`config.mk`:
```
export PLATFORM = sky130hd
export DESIGN_NAME = bif_ctrl
export DESIGN_NICKNAME = d
export VERILOG_FILES = /design/src/rtl/core/bilateral_image_filter_top_assert.svh /design/src/rtl/core/bif_pkg.sv /design/src/rtl/core/bif_ctrl.sv
export SDC_FILE = /design/constraint.sdc
export NUM_CORES = 1
export LEC_CHECK = 0
export BUFFER_PORTS_ARGS = -buffer_cell sky130_fd_sc_hd__buf_2
export CORE_MARGIN = 2
export CORE_UTILIZATION = 41
export CTS_BUF_LIST = sky130_fd_sc_hd__clkbuf_4 sky130_fd_sc_hd__clkbuf_8 sky130_fd_sc_hd__clkbuf_16
export DETAILED_ROUTE_END_ITERATION = 10
export PLACE_DENSITY_LB_ADDON = 0.25
export SETUP_SLACK_MARGIN = 0.5
export SLEW_MARGIN = 20
export SYNTH_ARGS = -nofsm -noshare
export SYNTH_HDL_FRONTEND = slang
export SYNTH_SLANG_ARGS = --single-unit
```
`constraint.sdc`:
```
create_clock -name clk_i -period 1.7 [get_ports clk_i]
set_input_delay 0.255 -clock clk_i [delete_from_list [all_inputs] [get_ports clk_i]]
set_output_delay 0.255 -clock clk_i [all_outputs]
set_load 0.01 [all_outputs]
```
`src/rtl/core/bilateral_image_filter_top_assert.svh`:
```
// assertion macros for the bilateral filter top level
`ifndef BILATERAL_IMAGE_FILTER_TOP_ASSERT_SVH
`define BILATERAL_IMAGE_FILTER_TOP_ASSERT_SVH

// same-cycle implication, checked outside reset
`define BIF_ASSERT_NOW(lbl, ante, cons, msg) \
  lbl: assert property (@(posedge clk_i) disable iff (!rst_ni) (ante) |-> (cons)) \
    else $error(msg);

// next-cycle implication, checked outside reset
`define BIF_ASSERT_NEXT(lbl, ante, cons, msg) \
  lbl: assert property (@(posedge clk_i) disable iff (!rst_ni) (ante) |=> (cons)) \
    else $error(msg);

`endif

```
`src/rtl/core/bif_pkg.sv`:
```
`timescale 1ns / 1ps

package bif_pkg;

  typedef longint unsigned u64_t;

  // register indexes on the configuration port
  localparam logic REG_FRAME_WIDTH  = 1'b0;
  localparam logic REG_FRAME_HEIGHT = 1'b1;

  localparam int CFG_W = 9;
  // window offsets cover radius up to 15
  localparam int OFS_W = 5;
  // accumulator widths sized for the largest window (31 x 31)
  localparam int NUM_W = 50;
  localparam int DEN_W = 42;
  localparam int REM_W = 51;

  // exp(-n) in Q30 for n = 0 .. 11
  localparam logic [31:0] EXP_INT_Q30 [12] = '{
    32'd1073741824, 32'd395007543, 32'd145315153, 32'd53458458,
    32'd19666268, 32'd7234816, 32'd2661539, 32'd979126,
    32'd360200, 32'd132510, 32'd48748, 32'd17933
  };

  // controller to datapath commands
  typedef struct packed {
    logic             in_take;
    logic             rd_centre;
    logic             acc_clear;
    logic             win_issue;
    logic             centre_load;
    logic [OFS_W-1:0] ofs_row;
    logic [OFS_W-1:0] ofs_col;
    logic             div_init;
    logic             div_step;
    logic [2:0]       div_bit;
    logic             out_load;
  } ctl_t;

  // datapath to controller status
  typedef struct packed {
    logic pipe_busy;
    logic out_free;
  } sts_t;

  // division by a small literal, elaboration use only
  function automatic u64_t div_small(u64_t v, int d);
    u64_t r;
    unique case (d)
      1:  r = v;
      2:  r = v / 2;
      3:  r = v / 3;
      4:  r = v / 4;
      5:  r = v / 5;
      6:  r = v / 6;
      7:  r = v / 7;
      8:  r = v / 8;
      9:  r = v / 9;
      10: r = v / 10;
      11: r = v / 11;
      12: r = v / 12;
      13: r = v / 13;
      default: r = v;
    endcase
    return r;
  endfunction

  // 65536*exp(-x) with x in Q16, integer table times taylor series of the fraction
  function automatic logic [15:0] exp_weight(u64_t xq);
    u64_t   n;
    u64_t   f;
    u64_t   term;
    u64_t   w;
    longint acc;
    int     k;
    n    = xq >> 16;
    f    = xq & 64'hFFFF;
    term = 64'd1 << 30;
    acc  = 0;
    if (n >= 12) begin
      return 16'd0;
    end
    for (k = 0; k <= 12; k++) begin
      if (k[0]) begin
        acc = acc - longint'(term);
      end else begin
        acc = acc + longint'(term);
      end
      term = div_small((term * f) >> 16, k + 1);
    end
    if (acc < 0) begin
      acc = 0;
    end
    w = (u64_t'(acc) * u64_t'(EXP_INT_Q30[n[3:0]]) + (64'd1 << 43)) >> 44;
    if (w > 64'd65535) begin
      return 16'hFFFF;
    end
    return w[15:0];
  endfunction

endpackage

```
`src/rtl/core/bif_ctrl.sv`:
```
`timescale 1ns / 1ps

module bif_ctrl #(
  parameter int RADIUS = 8
) (
  input  logic          clk_i,
  input  logic          rst_ni,
  input  logic          in_valid_i,
  input  logic          mode_i,
  output logic          in_stall_o,
  input  bif_pkg::sts_t sts_i,
  output bif_pkg::ctl_t ctl_o
);

  typedef enum logic [2:0] {
    ST_IDLE,
    ST_CENTRE,
    ST_WINDOW,
    ST_DRAIN,
    ST_DIV_INIT,
    ST_DIVIDE,
    ST_FINISH
  } state_e;

  localparam logic [bif_pkg::OFS_W-1:0] WIN_LAST = bif_pkg::OFS_W'(2 * RADIUS);

  state_e                      state_q, state_d;
  logic [bif_pkg::OFS_W-1:0]   row_q, row_d;
  logic [bif_pkg::OFS_W-1:0]   col_q, col_d;
  logic [2:0]                  bit_q, bit_d;
  logic                        take;

  assign in_stall_o = (state_q != ST_IDLE);
  assign take       = in_valid_i && (state_q == ST_IDLE);

  // next state and counters
  always_comb begin
    state_d = state_q;
    row_d   = row_q;
    col_d   = col_q;
    bit_d   = bit_q;
    unique case (state_q)
      ST_IDLE: begin
        if (take && mode_i) begin
          state_d = ST_CENTRE;
        end
      end
      ST_CENTRE: begin
        row_d   = '0;
        col_d   = '0;
        state_d = ST_WINDOW;
      end
      ST_WINDOW: begin
        if (col_q == WIN_LAST) begin
          col_d = '0;
          row_d = row_q + 1'b1;
          if (row_q == WIN_LAST) begin
            state_d = ST_DRAIN;
          end
        end else begin
          col_d = col_q + 1'b1;
        end
      end
      ST_DRAIN: begin
        if (!sts_i.pipe_busy) begin
          state_d = ST_DIV_INIT;
        end
      end
      ST_DIV_INIT: begin
        bit_d   = 3'd7;
        state_d = ST_DIVIDE;
      end
      ST_DIVIDE: begin
        bit_d = bit_q - 1'b1;
        if (bit_q == 3'd0) begin
          state_d = ST_FINISH;
        end
      end
      ST_FINISH: begin
        if (sts_i.out_free) begin
          state_d = ST_IDLE;
        end
      end
      default: state_d = ST_IDLE;
    endcase
  end

  // commands decoded from state
  always_comb begin
    ctl_o             = '0;
    ctl_o.in_take     = take;
    ctl_o.rd_centre   = (state_q == ST_CENTRE);
    ctl_o.acc_clear   = (state_q == ST_CENTRE);
    ctl_o.win_issue   = (state_q == ST_WINDOW);
    ctl_o.centre_load = (state_q == ST_WINDOW) && (row_q == '0) && (col_q == '0);
    ctl_o.ofs_row     = row_q;
    ctl_o.ofs_col     = col_q;
    ctl_o.div_init    = (state_q == ST_DIV_INIT);
    ctl_o.div_step    = (state_q == ST_DIVIDE);
    ctl_o.div_bit     = bit_q;
    ctl_o.out_load    = (state_q == ST_FINISH) && sts_i.out_free;
  end

  always_ff @(posedge clk_i or negedge rst_ni) begin
    if (!rst_ni) begin
      state_q <= ST_IDLE;
      row_q   <= '0;
      col_q   <= '0;
      bit_q   <= '0;
    end else begin
      state_q <= state_d;
      row_q   <= row_d;
      col_q   <= col_d;
      bit_q   <= bit_d;
    end
  end

endmodule

```
# Word-level counts from Yosys, hierarchy flattened
# Cells that the tools add are included.
# word_totals
input_bits	6
reg_bits	16
wordCells	47
# classes
muxes	12
reduce_logical	14
n_addsub	3
n_eq_ne	14
# op_table
cell	count
$pmux W3 S7	1
$pmux W5 S2	2
$mux W3	6
$add A5 B1 Y5 const B	2
$eq A5 B5 Y1 const B	2
$logic_not A5 Y1	2
$mux W5	2
$eq A3 B3 Y1 const B	3
$ne A2 B1 Y1 const B	4
$eq A3 B2 Y1 const B	2
$logic_not A3 Y1	2
$pmux W3 S2	1
$reduce_and A6 Y1	1
$logic_and A1 B1 Y1	5
$ne A2 B2 Y1 const B	2
$reduce_bool A2 Y1	2
$eq A3 B1 Y1 const B	1
$reduce_bool A3 Y1	1
$sub A3 B1 Y3 const B	1
$reduce_and A2 Y1	1

# Longest topological paths before layout
# logic_depth
depth_word	5
ltp_mapped	6
ltp_nobuf	6

# Worst setup path before layout
# Ideal clock, no wire load.
# synth_timing
path_type	register to output
startpoint	register state_q[2]
endpoint	output port ctl_o[16] (netlist name)
n_path_buf	1
stages_incl_launch_ff	6
arrival_time_ns	1.484
setup_slack_ns	-0.039
t_required_ns	1.445
cell_sequence	dfrtp_1 -> or3b_4 -> buf_6 -> inv_1 -> nand4b_1 -> nor3_1
# synth_lines
item	line	text
from (decl)	bif_ctrl.sv:27	state_e state_q, state_d;
from (signal assigned)	bif_ctrl.sv:111	state_q <= state_d;
to (decl)	bif_ctrl.sv:12	output bif_pkg::ctl_t ctl_o

==> flow_summary_export.csv <==
group,metric,value,unit
sta,max_freq,507.0,MHz
yosys,synth_common_cells,"dfrtp_1 (16), inv_1 (12), nand3_1 (8), a21oi_1 (7), o21ai_0 (7)",
clocking,htree_levels,1,
pwr,ir_drop,0.5944,mV
clocking,worstSkewPairLatency,0.28,ns
yosys,synth_top_area_frac,0.4066,
grt,grt_max_degree,17,
pwr,p_per_area,353.9,mW/mm^2
sta,slew_headroom,0.7498,
floorplanning,die_h,53.01,um
critical_path,startpoint_type,"register",
grt,busiest_layer,"met2",
floorplanning,initial_core_util,0.4409,
run_status,status,"finished with violations",
yosys,netlist_area,984.7,um^2
yosys,synth_ff_type,"dfrtp_1",
route,initialDrtViolationCount,21,
sta,post-route-period-util,1.160,
yosys,ys_types,36,
place,hpwlAfterDp,1.690,mm
floorplanning,core-area,0.002233,mm^2
place,io_buffers,27,
flow_run,drv_cap,0,
yosys,synth.largest_area_cell,"dfrtp_1",
route,wire_per_inst,18.57,um
final_layout,area_delta_synth_final,89.20,%
floorplanning,die-width,53.01,um
clocking,cts_sinks,16,
sta,finalHoldViolCount,0,
clocking,clkTransAtPathRegs,0.10,ns
grt,grt_pass1_vias,1061,
final_layout,fin_nets,188,
yosys,synth_seq_cells,16,
yosys,syn_nets,119,
sta,worst_slack,-0.2725,ns
grt,use_met3,0.04520,
sta,skew,0.002060,ns
place,place_area,0.001254,mm^2
yosys,yosys.cell_count.top_type,"dfrtp_1",
grt,grt_antenna_before_repair,0,
route,vias,1147,
critical_path,crit_type,"reg2out",
floorplanning,core.rowCount,17,
pwr,leakage,0.8511,nW
critical_path,crit_fanout,2,
hold_path,min_path_type,"in2reg",
grt,grt_pass1_wl,5.037,mm
critical_path,critical_path_arrival,1.72,ns
critical_path,crit_required,1.44,ns
final_layout,drive_above_1_share,0.6686,
critical_path,cp-end-kind,"output port",
yosys,syn_area_per_cell,9.203,um^2
final_layout,fin_area,0.001863,mm^2
clocking,numCtsBuffers,3,
place,gp_congestion,0.7850,
run_status,violations,"setup timing",
sta,setup_viol,13,
yosys,synthCells,107,
yosys,synth_warnings,0,
clocking,cts_tree,"yes",
place,dp.cells,170,
route,drcViolationCount,0,
yosys,async_flop_share,1.000,
pwr,total_power,0.6593,mW
yosys,ys_seq_area_frac,0.4066,
floorplanning,die-area,0.002810,mm^2
sta,rsz0062_at_grt,"true",
yosys,synth-edff-count,0,
clocking,cts.path.max_buffers,2,
route,antenna_left,0,
sta,report.final.slew_viol_count,0,
grt,gr-usage-met1,0.3167,
clocking,root_buffer,"clkbuf_4",
grt,track_usage,0.2494,
final_layout,post-route-util,0.8342,
final_layout,antenna_cells,0,
route,via_per_inst,5.650,
sta,fin_crit,1.972,ns
floorplanning,pin_count,28,
yosys,ys_top_cells_by_area,"dfrtp_1 (41%), ha_1 (7.6%), inv_1 (4.6%)",
grt,gr-usage-met2,0.4333,
route,routed_wl,3.769,mm
sta,tightest_slew,0.3754,ns
route,dr.pass1.iters,4,
grt,overflow,0,
final_layout,instances_no_fill,203,
==> what timing repair did <==
action	4_1_cts	5_1_grt
buffers inserted	21	7
gates resized for setup	57	29
hold endpoints to repair	16	0
pin swaps	13	13
hold buffers	1	0
endpoints found under the setup margin	29	36
==> power breakdown <==
group	switching [mW]	total, mW	internal [mW]
combinational	0.0128	0.0201	0.00726
clock	0.129	0.259	0.130
sequential	0	0.380	0.380
==> critical path, stage by stage (launching register included) <==
cell        delay (ns)
dfrtp_1           0.40
or3b_4            0.43
clkinvlp_4        0.10
nand4b_1          0.13
nor3_2            0.21
buf_2             0.16
==> layout make-up <==
cell class / instances / area [um^2]
Multi-Input combinational cell: 72 / 670.6
Timing Repair Buffer: 71 / 664.4
Sequential cell: 16 / 405.4
Fill cell: 122 / 370.4
Inverter: 12 / 51.30
Clock buffer: 4 / 36.28
Tap cell: 28 / 35.03
==> through the flow <==
step | setup WS (ns) | setup TNS (ns) | hold WS, ns
2_1_floorplan | 0.05463 | 0 | -0.04059
3_3_place_gp | 0.08669 | 0 | 0.1939
3_5_place_dp | 0.05478 | 0 | 0.1875
4_1_cts | -0.1860 | -0.5917 | 0.3436
5_1_grt | -0.3304 | -2.276 | 0.3476
6_report | -0.2725 | -1.807 | 0.3499
==> metal layers <==
layer,wire length (um),up-vias,share of wire
met5,0,-,0
met4,126,0,0.033
met3,183,14,0.049
met2,1921,37,0.51
met1,1537,573,0.41
li1,-,523,-
==> kinds of logic after synthesis <==
group | after synthesis | synth area share
fa+ha+maj | 6 | 0.07624
simple gates | 39 | 0.2427
mux | 2 | 0.02160
compound gates | 24 | 0.1537
xor+xnor | 1 | 0.008896
flops | 16 | 0.4066
buf+inv | 19 | 0.09021
==> placed cells by master (no fill, tap or decap), types with 3 or more instances in the layout <==
cell | netlist | routed
a21oi_2 | 0 | 5
buf_2 | 2 | 13
buf_4 | 2 | 14
buf_6 | 1 | 43
clkbuf_4 | 0 | 3
dfrtp_1 | 16 | 12
dfrtp_2 | 0 | 4
ha_2 | 0 | 3
inv_1 | 12 | 8
nand3_1 | 8 | 6
nor2_2 | 0 | 3
nor3b_2 | 0 | 3
o21ai_1 | 0 | 4
o31ai_1 | 3 | 3
==> final timing paths <==
kind / startpoint / end / slack [ns] / cells past startpoint
setup / recovery: state_q[2] / ctl_o[16] / -0.27 / 5
hold / removal: sts_i[0] / state_q[1] / 0.35 / 3
setup reg to reg: row_q[1] / row_q[2] / -0.20 / 10
hold reg to reg: bit_q[1] / bit_q[1] / 0.58 / 2
max in group asynchronous: rst_ni / col_q[0] / 0.98 / 2
min in group asynchronous: rst_ni / row_q[2] / 0.42 / 2
==> sequential cells by signal (all words and copies together), names as in the netlist <==
| signal | count |
|---|---|
| bit_q | 3 |
| row_q | 5 |
| col_q | 5 |
| state_q | 3 |
Power figures use the tool's default switching activity.
